<file path="config.mk">
export PLATFORM = sky130hd
export DESIGN_NAME = bba_map_store
export DESIGN_NICKNAME = d
export VERILOG_FILES = /design/src/bba_pkg.sv /design/src/bba_map_store.sv
export SDC_FILE = /design/constraint.sdc
export NUM_CORES = 2
export LEC_CHECK = 0
export BUFFER_PORTS_ARGS = -buffer_cell sky130_fd_sc_hd__buf_4
export CAP_MARGIN = 20
export CORE_MARGIN = 8
export CORE_UTILIZATION = 30
export CTS_CLUSTER_DIAMETER = 150
export CTS_CLUSTER_SIZE = 24
export DETAILED_ROUTE_END_ITERATION = 12
export GPL_ROUTABILITY_DRIVEN = 0
export SLEW_MARGIN = 15
export SYNTH_ARGS = -nofsm -noshare
export SYNTH_HDL_FRONTEND = slang
export SYNTH_SLANG_ARGS = --single-unit
</file>
<file path="constraint.sdc">
create_clock -name clk -period 3.91 [get_ports clk]
set_input_delay 0.391 -clock clk [delete_from_list [all_inputs] [get_ports clk]]
set_output_delay 0.391 -clock clk [all_outputs]
set_load 0.05 [all_outputs]
</file>
<file path="src/bba_pkg.sv">
// Shared constants, types and helpers for the bitmap block allocator.
// Depends on nothing; every other file imports it.
`timescale 1ns / 1ps

package bba_pkg;

	localparam int MAP_BYTES = 512;
	localparam int AW        = (MAP_BYTES > 1) ? $clog2(MAP_BYTES) : 1;
	localparam int BLK_W     = AW + 3;
	localparam int INDEX_W   = 12;
	localparam int COUNT_W   = 13;
	localparam int TOTAL     = MAP_BYTES * 8;
	localparam int COUNT_MAX = (1 << COUNT_W) - 1;

	localparam logic [COUNT_W-1:0] FREE_INIT =
		COUNT_W'((TOTAL > COUNT_MAX) ? COUNT_MAX : TOTAL);
	localparam logic [AW-1:0] LAST_BYTE = AW'(MAP_BYTES - 1);

	localparam logic [7:0] BIT_TOP   = 8'b1000_0000;
	localparam logic [7:0] BYTE_FULL = 8'b1111_1111;

	// request kinds
	localparam logic KIND_ALLOC = 1'b0;
	localparam logic KIND_FREE  = 1'b1;

	typedef struct packed {
		logic          rd_en;
		logic [AW-1:0] rd_addr;
		logic          wr_en;
		logic [AW-1:0] wr_addr;
		logic [7:0]    wr_data;
	} map_req_t;

	typedef struct packed {
		logic [7:0] rd_data;
		logic       full;
		logic [2:0] zero_pos;
	} map_rsp_t;

	typedef struct packed {
		logic [INDEX_W-1:0] granted_index;
		logic               ok;
		logic [COUNT_W-1:0] free_left;
	} result_t;

	typedef struct packed {
		logic               clearing;
		logic [COUNT_W-1:0] free_cnt;
	} seq_stat_t;

	// position of the first clear bit, MSB first (0 = bit 7)
	function automatic logic [2:0] first_clear(input logic [7:0] b);
		logic [2:0] pos;
		logic       found;
		pos   = '0;
		found = 1'b0;
		for (int i = 0; i < 8; i++) begin
			if (!found && !b[7-i]) begin
				pos   = 3'(i);
				found = 1'b1;
			end
		end
		return pos;
	endfunction

endpackage

</file>
<file path="src/bba_map_store.sv">
// Bitmap byte store (one write, one registered read port) and the byte
// tester that flags full bytes and finds the first clear bit. Uses bba_pkg.
`timescale 1ns / 1ps

module bba_map_store (
	input  logic              clk,
	input  bba_pkg::map_req_t req,
	output bba_pkg::map_rsp_t rsp
);
	import bba_pkg::*;

	logic [7:0] mem [MAP_BYTES];
	logic [7:0] rd_data_q;

	always_ff @(posedge clk) begin
		if (req.wr_en) begin
			mem[req.wr_addr] <= req.wr_data;
		end
		if (req.rd_en) begin
			rd_data_q <= mem[req.rd_addr];
		end
	end

	always_comb begin
		rsp.rd_data  = rd_data_q;
		rsp.full     = (rd_data_q == BYTE_FULL);
		rsp.zero_pos = first_clear(rd_data_q);
	end
endmodule

</file>
# Yosys cells after proc, flatten, opt, wreduce, memory -nomap -nowiden
# Memories as Yosys holds them, arrays and structs flattened. A register that Yosys moved wholly into a read port is not among the register bits.
# Index checks and enable logic that the tools add are counted.
# op_classes
reduce_logical	20
n_lt_le_gt_ge	0
n_div	0
muxes	16
addsub	0
shifts	0
eq_ne	1
n_mul	0
n_bitwise	0
# op_table
operator	count
$mux W3	6
$logic_not A1 Y1	13
$mux W1	10
$eq A8 B8 Y1 const B	1
$logic_and A1 B1 Y1	7
# totals
inputBits	29
latch_bits	0
rom_bits	0
n_memories	1
wordCells	38
reg_bits	0
ramBits	4096
# memory_table
memory	words	word_bits	read_ports	rd_clocked_by_memory_dff	wr	line_no	rtl
mem	512	8	1	1	1	bba_map_store.sv:12	logic [7:0] mem [MAP_BYTES];

# Longest topological paths before layout
# logic_depth
word_depth	21
mapped_depth	15

# Least setup slack after synthesis
# OpenSTA, ideal clock, no wires.
# synth_timing
path_type	input port to flip-flop
start	input port req[18] in the netlist's numbering
end	register rd_data_q[0] (read register of mem), data pin
setup_ns	0.255
stages	10
t_required_ns	3.655
n_path_buf	5
arrival_ns	2.661
path_slack_ns	0.994
cell_sequence	buf_6 > buf_8 > buf_6 > buf_6 > buf_2 > mux4_2 > mux4_2 > o21ai_0 > a2111oi_0 > and3_1
# synth_rtl
item	line_no	rtl
from (decl)	bba_map_store.sv:7	input bba_pkg::map_req_t req,
to (decl)	bba_map_store.sv:13	logic [7:0] rd_data_q;

==> results.toml <==
[clock_network]
ctsHtreeMaxLevel = 4
path_clk_slew_ps = 100
clkSinkCount = 4104
cts_tree = "built"
clk_latency_ps = 930
cts_buffer_depth = 4
numCtsBuffers = 193
cts_setup_buffers = 0
clock-root-buffer = "clkbuf_16"

[final_layout]
area_delta_synth_final_pct = 10.6
final_cell_mix = "edfxtp_1, mux4_2, mux2i_1"
drive_above_1_share_pct = 18.6
nets = 8432
fin_util_pct = 33.2
final_common_cell = "edfxtp_1"
final_area_sq_um = 178000
fillers = 49982

[sta]
period_needed_ps = 3610
slew_viol_final = 0
setup-violations-final = 0
hold_viol_final = 0
tightest_slew_ps = 1350
timing.final.crit_share_pct = 92.3
timing.hold.ws_ps = 41.3
maxSlewHeadroom_pct = 9.67
finClkSkew_ps = 36.4
setup_slack_ps = 300
rsz0062_at_grt = "false"
fmax_ghz = 0.277

[global_routing]
grtUsageTotal_pct = 15.2
grt_max_degree = 156
grt-ovfl-total = 0
grt_pass1_vias = 82896
grt_antenna_before_repair = 40
grt_pass1_wl_mm = 625

[placed_design]
post_dp_cell_area_sq_um = 173000
io_buffer_count = 40
dpl.hpwl_mm = 287
dp_slack_ps = -435

[synthesis]
synth-edff-count = 4104
ys.flop_type = "edfxtp_1"
syn_inst = 8145
synthArstFlopShare_pct = 0
synth.area.top_cells = "edfxtp_1, mux4_2, mux2i_1, nor2_1, o221ai_1"
synth_top_area_share_pct = 76.7
yosysSeqAreaShare_pct = 76.7
avgSynthCellArea_sq_um = 19.7
mappedNetlistNets = 8174
ys_seq_elements = 4104
synth_area_sq_um = 161000
yosysUniqueCellTypes = 63
yosysWarningCount = 0
yosysTopAreaCell = "edfxtp_1"

[routing]
vias = 82737
vias_per_cell = 5.35
drtAntennaViolNets = 0
wire_per_inst_um = 28.6
drt_iter0_markers = 11093
routed_wl_mm = 443
dr.pass1.iters = 9
drcViolationCount = 0

[floorplan]
ios = 41
die_w_um = 748
die_y_um = 748
coreArea_sq_um = 535000
design.die.area_sq_um = 560000
fp-row-count = 269
initial_core_util_pct = 30.0

[worst_hold_path]
hold_end = "mem[84][6]$_DFFE_PP_"
hp-class = "primary input to flop"
whs_path_depth = 1
min_from = "req[6]"

[worst_setup_path]
endpoint_kind = "flop"
reg2reg_slack_ps = 320
crit_buf_inv = 2
path_cells = "buf_4, or4_1, buf_4, nor3_1, nor3_1, a21oi_1, or4_1, nor4_1, and3_1"
rr_worst_depth = 7
crit_type = "primary input to flop"
slowest_stage = "nor3_1"
critPathLaunchType = "primary input"
reg2reg_to = "rd_data_q[7]$_DFFE_PP_"
crit_required_ps = 4720
critPathMaxFanout = 25
timing.rr.start = "mem[27][7]$_DFFE_PP_"
critPathMaxStageDelay_ps = 890
crit_family = "simple AND/OR/NAND/NOR gates"
worstPathArrival_ps = 4420

[pwr]
total_power_mw = 75.6
ir_drop_mv = 0.349
p_leak_nw = 54.3
powerDensity_nw_per_um2 = 425

[run]
drv_cap = 0

[outcome]
status = "finished, final reports clean"
[what timing repair did]
item                      in CTS  in global routing
hold endpoints to repair     171                  0
gates resized for setup        0                  0
hold buffers                   5                  0
[Yosys cell counts, types with 16 or more instances]
library cell,number
and3_1,20
o22ai_1,217
a31oi_1,16
buf_1,42
mux2i_1,699
or2_2,19
edfxtp_1,4104
nor3_1,163
buf_6,67
mux2_2,28
o21ai_0,87
buf_4,77
nand2_1,190
nand3_1,39
a21oi_1,139
nor4_1,60
o221ai_1,223
a2111oi_0,24
clkbuf_1,247
nand4_1,30
a211oi_1,38
mux4_2,701
buf_2,72
nor2_1,638
[metrics by stage]
stage	instances	TNS [ps]
3_5_place_dp	15248	-1070
5_1_grt	15465	0
6_report	15471	0
3_3_place_gp	15247	-1230
4_1_cts	15458	0
2_1_floorplan	8145	0
[report_power, final]
group / switching, mW / internal [mW]
Clock: 13.2 / 9.10
Combinational: 3.19 / 1.65
Sequential: 0.0523 / 48.4
[cells by family (layout without fill, tap and decap cells)]
logic type             after synthesis  count (layout)  share of synthesized area, %
AO/OA/AOI/OAI                      821             821                          3.55
buffers and inverters              517             785                          1.81
flip-flops                        4104            4104                          76.7
multiplexers                      1428            1428                          14.4
other                                0              12                             0
AND/OR/NAND/NOR                   1275            1275                          3.61
[registers in the layout, summed over array words and instances (netlist names)]
signal / cells
mem: 4096
rd_data_q: 8
[area by class of cell]
class                   count  area, sq um  share of cell area (%)
diodes                     12         30.0                  0.0169
clock buffers             198         4950                    2.79
clock inverters             7          108                  0.0605
inverters                   4         25.0                  0.0141
multi-input cells        3524        34800                    19.6
flip-flops and latches   4104       123000                    69.3
well taps                7046         8820                    4.96
repair buffers            576         5870                    3.30
[metal layers]
metal / global-route usage [%] / part of all wire, % / up-vias
li1: - / - / 33908
met1: 20.7 / 40 / 44211
met2: 24.7 / 47 / 3915
met3: 2.81 / 8.9 / 687
met4: 4.50 / 3.4 / 16
met5: 0 / 0.023 / -
[worst max-delay path by stage]
stage | startpoint | endpoint | slack (ps) | cells past startpoint
after floorplan | req[18] | rd_data_q[0]$_DFFE_PP_ | 990 | 10
after global placement | req[23] | rd_data_q[7]$_DFFE_PP_ | -480 | 9
final | req[23] | rd_data_q[7]$_DFFE_PP_ | 300 | 9
after global routing | mem[27][7]$_DFFE_PP_ | rd_data_q[7]$_DFFE_PP_ | 370 | 7
after CTS | mem[27][7]$_DFFE_PP_ | rd_data_q[7]$_DFFE_PP_ | 510 | 7
after detailed placement | req[23] | rd_data_q[7]$_DFFE_PP_ | -430 | 9
[worst register-to-register path, stage by stage (launching register included)]
cell,delay [ps]
edfxtp_1,340
mux4_2,230
nor3_1,50
nor3_1,890
a21oi_1,320
or4_1,610
nor4_1,770
and3_1,270
Power figures use the tool's default switching activity.
