--- src/bba_pkg.sv ---
// Shared constants, types and helpers for the bitmap block allocator.
// Depends on nothing; every other file imports it.
`timescale 1ns / 1ps

package bba_pkg;

	localparam int MAP_BYTES = 512;
	localparam int AW        = (MAP_BYTES > 1) ? $clog2(MAP_BYTES) : 1;
	localparam int BLK_W     = AW + 3;
	localparam int INDEX_W   = 12;
	localparam int COUNT_W   = 13;
	localparam int TOTAL     = MAP_BYTES * 8;
	localparam int COUNT_MAX = (1 << COUNT_W) - 1;

	localparam logic [COUNT_W-1:0] FREE_INIT =
		COUNT_W'((TOTAL > COUNT_MAX) ? COUNT_MAX : TOTAL);
	localparam logic [AW-1:0] LAST_BYTE = AW'(MAP_BYTES - 1);

	localparam logic [7:0] BIT_TOP   = 8'b1000_0000;
	localparam logic [7:0] BYTE_FULL = 8'b1111_1111;

	// request kinds
	localparam logic KIND_ALLOC = 1'b0;
	localparam logic KIND_FREE  = 1'b1;

	typedef struct packed {
		logic          rd_en;
		logic [AW-1:0] rd_addr;
		logic          wr_en;
		logic [AW-1:0] wr_addr;
		logic [7:0]    wr_data;
	} map_req_t;

	typedef struct packed {
		logic [7:0] rd_data;
		logic       full;
		logic [2:0] zero_pos;
	} map_rsp_t;

	typedef struct packed {
		logic [INDEX_W-1:0] granted_index;
		logic               ok;
		logic [COUNT_W-1:0] free_left;
	} result_t;

	typedef struct packed {
		logic               clearing;
		logic [COUNT_W-1:0] free_cnt;
	} seq_stat_t;

	// position of the first clear bit, MSB first (0 = bit 7)
	function automatic logic [2:0] first_clear(input logic [7:0] b);
		logic [2:0] pos;
		logic       found;
		pos   = '0;
		found = 1'b0;
		for (int i = 0; i < 8; i++) begin
			if (!found && !b[7-i]) begin
				pos   = 3'(i);
				found = 1'b1;
			end
		end
		return pos;
	endfunction

endpackage

--- src/bba_seq.sv ---
// Sequencer: clearing pass, byte scan for allocate, read-modify-write for
// free, and the free counter. Drives bba_map_store. Uses bba_pkg.
`timescale 1ns / 1ps

module bba_seq (
	input  logic               clk,
	input  logic               arst_n,
	input  logic               in_valid,
	output logic               in_ready,
	input  logic               in_kind,
	input  logic [bba_pkg::INDEX_W-1:0] in_index,
	output bba_pkg::map_req_t  map_req,
	input  bba_pkg::map_rsp_t  map_rsp,
	input  logic               res_room,
	output logic               res_load,
	output bba_pkg::result_t   res,
	output bba_pkg::seq_stat_t stat
);
	import bba_pkg::*;

	typedef enum logic [5:0] {
		S_CLEAR   = 6'b000001,
		S_IDLE    = 6'b000010,
		S_SCAN    = 6'b000100,
		S_FREE_RD = 6'b001000,
		S_FREE_WR = 6'b010000,
		S_DONE    = 6'b100000
	} state_t;

	state_t             state_q;
	logic [AW-1:0]      addr_q;
	logic [AW-1:0]      daddr_q;
	logic               dvld_q;
	logic [INDEX_W-1:0] idx_q;
	logic [INDEX_W-1:0] gnt_q;
	logic               ok_q;
	logic [COUNT_W-1:0] free_q;

	logic [AW-1:0]      addr_next;
	logic [AW-1:0]      free_addr;
	logic               in_range;
	logic               accept;

	assign addr_next = (addr_q == LAST_BYTE) ? '0 : addr_q + 1'b1;
	assign free_addr = AW'(idx_q[INDEX_W-1:3]);
	assign in_range  = (32'(in_index[INDEX_W-1:3]) < 32'(MAP_BYTES));
	assign in_ready  = (state_q == S_IDLE);
	assign accept    = in_valid && in_ready;
	assign res_load  = (state_q == S_DONE) && res_room;

	assign res.granted_index = gnt_q;
	assign res.ok            = ok_q;
	assign res.free_left     = free_q;
	assign stat.clearing     = (state_q == S_CLEAR);
	assign stat.free_cnt     = free_q;

	always_comb begin
		map_req         = '0;
		map_req.rd_addr = addr_q;
		map_req.wr_addr = daddr_q;
		map_req.wr_data = map_rsp.rd_data | (BIT_TOP >> map_rsp.zero_pos);
		unique case (state_q)
			S_CLEAR: begin
				map_req.wr_en   = 1'b1;
				map_req.wr_addr = addr_q;
				map_req.wr_data = '0;
			end
			S_SCAN: begin
				map_req.rd_en = 1'b1;
				map_req.wr_en = dvld_q && !map_rsp.full;
			end
			S_FREE_RD: begin
				map_req.rd_en   = 1'b1;
				map_req.rd_addr = free_addr;
			end
			S_FREE_WR: begin
				map_req.wr_en   = 1'b1;
				map_req.wr_addr = free_addr;
				map_req.wr_data = map_rsp.rd_data ^ (BIT_TOP >> idx_q[2:0]);
			end
			default: begin
			end
		endcase
	end

	always_ff @(posedge clk or negedge arst_n) begin
		if (!arst_n) begin
			state_q <= S_CLEAR;
			addr_q  <= '0;
			dvld_q  <= 1'b0;
			free_q  <= FREE_INIT;
		end else begin
			unique case (state_q)
				S_CLEAR: begin
					addr_q <= addr_next;
					if (addr_q == LAST_BYTE) begin
						state_q <= S_IDLE;
					end
				end
				S_IDLE: begin
					if (accept) begin
						addr_q <= '0;
						dvld_q <= 1'b0;
						if (in_kind == KIND_ALLOC) begin
							state_q <= (free_q == '0) ? S_DONE : S_SCAN;
						end else begin
							state_q <= in_range ? S_FREE_RD : S_DONE;
						end
					end
				end
				S_SCAN: begin
					addr_q  <= addr_next;
					daddr_q <= addr_q;
					dvld_q  <= 1'b1;
					if (dvld_q) begin
						if (!map_rsp.full) begin
							free_q  <= free_q - 1'b1;
							state_q <= S_DONE;
						end else if (daddr_q == LAST_BYTE) begin
							state_q <= S_DONE;
						end
					end
				end
				S_FREE_RD: begin
					state_q <= S_FREE_WR;
				end
				S_FREE_WR: begin
					free_q  <= free_q + 1'b1;
					state_q <= S_DONE;
				end
				S_DONE: begin
					if (res_room) begin
						state_q <= S_IDLE;
					end
				end
				default: begin
					state_q <= S_IDLE;
				end
			endcase
		end
	end

	// request payload and result fields: no reset needed
	always_ff @(posedge clk) begin
		if (accept) begin
			idx_q <= in_index;
			ok_q  <= 1'b0;
			gnt_q <= '0;
		end else if ((state_q == S_SCAN) && dvld_q && !map_rsp.full) begin
			ok_q  <= 1'b1;
			gnt_q <= INDEX_W'({daddr_q, map_rsp.zero_pos});
		end else if (state_q == S_FREE_WR) begin
			ok_q  <= 1'b1;
		end
	end
endmodule
--- config.mk ---
export PLATFORM = sky130hd
export DESIGN_NAME = bba_seq
export DESIGN_NICKNAME = d
export VERILOG_FILES = /design/src/bba_pkg.sv /design/src/bba_seq.sv
export SDC_FILE = /design/constraint.sdc
export NUM_CORES = 1
export LEC_CHECK = 0
export BUFFER_PORTS_ARGS = -buffer_cell sky130_fd_sc_hd__buf_2
export CAP_MARGIN = 20
export CORE_UTILIZATION = 45
export DETAILED_ROUTE_END_ITERATION = 12
export PLACE_DENSITY = 0.73
export RECOVER_POWER = 25
export SYNTH_ARGS = -nofsm -noshare
export SYNTH_HDL_FRONTEND = slang
export SYNTH_SLANG_ARGS = --single-unit
--- constraint.sdc ---
create_clock -name clk -period 3.3 [get_ports clk]
set_clock_uncertainty 0.2 [all_clocks]
set_input_delay 0.165 -clock clk [delete_from_list [all_inputs] [get_ports clk]]
set_output_delay 0.165 -clock clk [all_outputs]
set_load 0.01 [all_outputs]
# After elaboration in Yosys (flattened, before gate mapping)
# Index checks and enable logic that the tools add are counted.
# totals
wordCells	71
reg_bits	63
output_inout_bits	70
inputBits	29
# op_classes
mux	23
shift	2
addsub	3
n_bitwise	2
n_eq_ne	14
reduce_logical	19
# ops
operator	n
$mux 6	8
$pmux 6 s6	1
$pmux 17 s2	1
$mux 9	3
$mux 13	2
$pmux 13 s2	1
$eq 9x9->1 const B	2
$pmux 9 s2	1
$shr 8x3->8 const A	2
$add 13x1->13 const B	1
$logic_not 13->1	1
$sub 13x1->13 const B	1
$add 9x1->9 const B	1
$or 8x8->8	1
$reduce_bool 2->1	4
$xor 8x8->8	1
$eq 6x1->1 const B	1
$eq 6x2->1 const B	1
$eq 6x3->1 const B	1
$eq 6x4->1 const B	1
$eq 6x5->1 const B	1
$eq 6x6->1 const B	1
$ne 2x2->1 const B	3
$reduce_and 2->1	3
9 further kinds	20

# Longest topological paths before layout
# logic_depth
ltp_word	5
depth_mapped	12
depth_no_buf	10

# Worst setup path after synthesis
# OpenSTA, ideal clock, no wires.
# synth_timing
path_kind	reg2reg
start	register state_q[1]
end	register free_q[12]
period_less_slack_ps	3051
path_buffers	1
required_ps	3025
slack_ps	249
stages_incl_launch_ff	11
arrival_ps	2776
path_cell_list	dfrtp_1 -> nor4_1 -> nand3b_1 -> clkbuf_1 -> ha_1 -> a21oi_1 -> nor2b_1 -> or4_1 -> mux2_2 -> o311ai_1 -> xor2_1
# synth_between
elab_chain_len	3
word_cells_on_any_way	7
cone_classes	eq/ne: 4; mux: 1; reduce/logical: 2
# synth_rtl
element	line_no	text
from (decl)	bba_seq.sv:30	state_t state_q;
from (signal assigned)	bba_seq.sv:105	state_q <= (free_q == '0) ? S_DONE : S_SCAN;
from (signal assigned)	bba_seq.sv:107	state_q <= in_range ? S_FREE_RD : S_DONE;
$eq 6x3->1 / $eq 6x5->1 (equally long branches)	bba_seq.sv:93	unique case (state_q)
$ne 2x2->1 (no source line) / $reduce_bool 2->1 (equally long branches)	n/a	
$reduce_and 3->1 (no source line)	n/a	
to (signal assigned)	bba_seq.sv:117	free_q <= free_q - 1'b1;
to (signal assigned)	bba_seq.sv:128	free_q <= free_q + 1'b1;
to (decl)	bba_seq.sv:37	logic [COUNT_W-1:0] free_q;
# Several ways; a longest one is shown, not always the timed one.
# A chain may end at the register's enable or synchronous reset.

# Final worst setup path
# layout_timing
start	register state_q[0]
end	register free_q[10]
# Same word-level chain as after synthesis.

==> summary.txt <==
Finish
  – Fin nets: 557
  – N_diodes: 0
  – Most common cell after layout, fill and taps aside: buf_2
  – Post-layout util: 58.6%
  – Fraction of layout cells with a size suffix above 1: 25.2%
  – Commonest cells after routing, fill and taps aside: buf_2, nand2_1, nor2_1
  – Filler instances: between 600 and 700
  – Final cell count without fillers: 621
  – Cell area after layout: 0.00455 mm²
  – Synth-to-Final Area Change: 24.7%

Worst setup path
  – CP endpoint: free_q[10]$_DFFE_PN0P_
  – Crit. End Element: flip-flop
  – Critical Path Source: state_q[0]$_DFFE_PN1P_
  – CP Class: reg2reg
  – R2R Setup Slk: ~0.2 ns
  – FF-to-FF End: free_q[10]$_DFFE_PN0P_
  – Worst Reg-to-Reg Cells: 11
  – Crit path launch type: flip-flop
  – Worst-path fanout max: 14
  – Worst EP required: between 3 and 4 ns
  – RR Startpoint: state_q[0]$_DFFE_PN1P_
  – Worst EP arrival: 3.13 ns

Global routing
  – Grt ovf: 0
  – Gr usage total: a little under a quarter
  – Largest net degree at the start of global routing: 30
  – First-pass GRT wire length: approximately 16000 µm
  – Antenna violations before repair: 0
  – Vias in the first global route: 3298

Placed design
  – Cells after DPL: 586
  – HPWL reported at the end of detailed placement: 6870 µm
  – IO buf count: approximately 100
  – Pre-CTS setup slack: 0.241 ns
  – Placer congestion estimate: 0.859
  – Post-DP Area: 0.00416 mm²

Synth
  – Area leader, netlist: dfrtp_1
  – Top-area cell type share of the netlist area: 18.5%
  – Post-synthesis sequential area ratio: 44.4%
  – Most area-consuming cells after synthesis: dfrtp_1, edfxtp_1, dfxtp_1
  – Seq cells post-synth: between 60 and 70
  – Average cell area after synthesis: 8.96 µm²
  – Dominant synthesized flop cell: dfrtp_1
  – Synthesis Warnings: 0
  – Async set or reset register ratio after synthesis: 46.0%
  – Post-Syn Area: 0.00365 mm²
  – Post-Syn Nets: 450
  – Yosys cell types: 51
  – Synth Instances: 407
  – EDFF count, synth: 21

Die
  – Die Ht: 92.0 µm
  – DIE WIDTH: 92.0 µm
  – Die Area: ~0.0085 mm²
  – I/O pin cnt: 99
  – Core region area: slightly below 0.008 mm²
  – # rows: 32
  – Initial core utilization: between 40% and 50%

Drt
  – Drt wl/cell: 15.3 µm
  – First drt pass iteration count: 5
  – Final wirelength: about 9500 µm
  – Via Count: 3362
  – Vias/cell: roughly 5.4
  – Post-route ant nets: 0
  – # DRC: 0
  – Iteration-0 DRC Markers: 177

STA
  – WHS: 0.0906 ns
  – Final Hold Viols: 0
  – Worst-margin pin slew: approximately 1.6 ns
  – Setup TNS: 0 ns
  – Final setup margin: 0.201 ns
  – Final Setup Violations: 0
  – Period utilization: between 90 and 100%
  – Slew Limit Fails: 30
  – Final min period: 3.10 ns
  – RSZ-0062 raised after global routing: no
  – F_max: about 320 MHz
  – Slew Limit Headroom: -6.24%

Clock network
  – Root buf cell: clkbuf_8
  – Clk slew on worst S/H paths: 0.07 ns
  – CTS sink count: 63
  – Clk buf depth: 2
  – Clk_lat worst skew: roughly 0.35 ns
  – Post-CTS setup buffers: 0
  – CTS Buf Count: 9
  – CTS tree: built
  – H-tree depth: 3

Outcome
  – Status: finished, violations left
  – Failing checks: max-capacitance violations, max-slew violations

Power
  – Peak VDD IR: slightly above 300 µV
  – Pwr Total: 3.22 mW
  – Gate power share: between 40% and 50%
  – Pwr dens: 707 mW/mm²
  – LEAKAGE: 2.18 nW
  – Sw Ratio: 40.7%
  – Net switching power: 1.31 mW
  – Pint: 1.91 mW
  – Clock network power share: 21.1%
  – Sequential power share: between 30 and 40%

Job
  – Max-capacitance violation count: 1

Worst hold path
  – Worst hold path type: in2reg
==> sequential cells by signal (all words and copies together), names as in the netlist <==
| name | flops |
|---|---|
| addr_q | 9 |
| dvld_q | 1 |
| daddr_q | 9 |
| ok_q | 1 |
| free_q | 13 |
| gnt_q | 12 |
| state_q | 6 |
| idx_q | 12 |
==> layout make-up <==
type                       count  area [µm²]  area share (%)
clock buffer                   9         124            2.72
clock inverter                 7        72.6            1.59
inverter                      16        60.1            1.32
multi-input combinational    299        1810            39.8
sequential                    63        1620            35.6
tap                          102         128            2.80
timing repair buffer         125         736            16.2
==> synthesized netlist by cell type (all sizes together) (4+ instances only) <==
| master | n |
|---|---|
| a31oi | 5 |
| nand2b | 6 |
| o31ai | 5 |
| a22oi | 9 |
| nor3 | 9 |
| nand2 | 66 |
| nor2 | 43 |
| o21ai | 30 |
| ha | 13 |
| nor4 | 4 |
| xnor2 | 13 |
| dfxtp | 13 |
| clkbuf | 12 |
| o22ai | 5 |
| nand3 | 8 |
| inv | 15 |
| buf | 17 |
| or4 | 5 |
| edfxtp | 21 |
| xor2 | 7 |
| dfrtp | 27 |
| and3 | 6 |
| mux2i | 11 |
| a21oi | 19 |
| nand3b | 5 |
==> worst max-delay path: stages (launching register included) <==
cell and delay (ns):
dfstp_2 0.61, nor4_2 0.08, nand3b_1 0.09, buf_4 0.21, inv_1 0.09, fa_1 0.42, nand2b_1 0.17, a21oi_1 0.28
nor2_1 0.07, o21ai_0 0.43, mux2i_1 0.24, o21ai_0 0.10
==> routing by layer <==
metal / part of all wire (%) / GRT usage, % / up-vias / wire (µm)
li1: - / - / 1629 / -
met1: 42 / 28.8 / 1598 / 4040
met2: 50 / 40.3 / 116 / 4770
met3: 5.3 / 4.48 / 19 / 502
met4: 2.0 / 10.2 / 0 / 195
met5: 0 / 0 / - / 0
==> cells by family (layout without fill, tap and decap cells) <==
| logic type | after synthesis | after routing | synth area share (%) |
|---|---|---|---|
| flip-flops | 63 | 63 | 44.4 |
| buffers and inverters | 45 | 157 | 6.21 |
| XOR/XNOR | 20 | 20 | 4.80 |
| AND/OR/NAND/NOR | 164 | 164 | 21.4 |
| multiplexers | 13 | 13 | 3.64 |
| AO/OA/AOI/OAI | 88 | 88 | 14.6 |
| adder cells (fa/ha/maj) | 14 | 14 | 5.01 |
==> power groups by stage <==
stage	registers [mW]	clock network [mW]	logic, mW
finish	1.19	0.678	1.35
global route	1.22	0.720	1.50
CTS	1.19	0.686	1.34
detailed placement	1.20	0	1.32
global placement	1.19	0	1.28
floorplan	1.17	0	0.976
==> what timing repair did <==
item / CTS / global route
endpoints found under the hold margin: 48 / 0
endpoints found under the setup margin: 0 / 15
hold buffers: 19 / 0
gates resized for setup: 0 / 2
==> worst min path at each step <==
stage	slack, ns	from	to	cells after the start
after detailed placement	0.05	arst_n	free_q[5]$_DFFE_PN0P_	2
after floorplan	-0.33	arst_n	addr_q[0]$_DFFE_PN0P_	0
after global placement	0.06	arst_n	free_q[5]$_DFFE_PN0P_	2
after CTS	0.09	map_rsp[3]	state_q[5]$_DFFE_PN0P_	4
final	0.09	map_rsp[3]	state_q[5]$_DFFE_PN0P_	4
after global routing	0.12	map_rsp[3]	state_q[5]$_DFFE_PN0P_	4
Power figures use the tool's default switching activity.
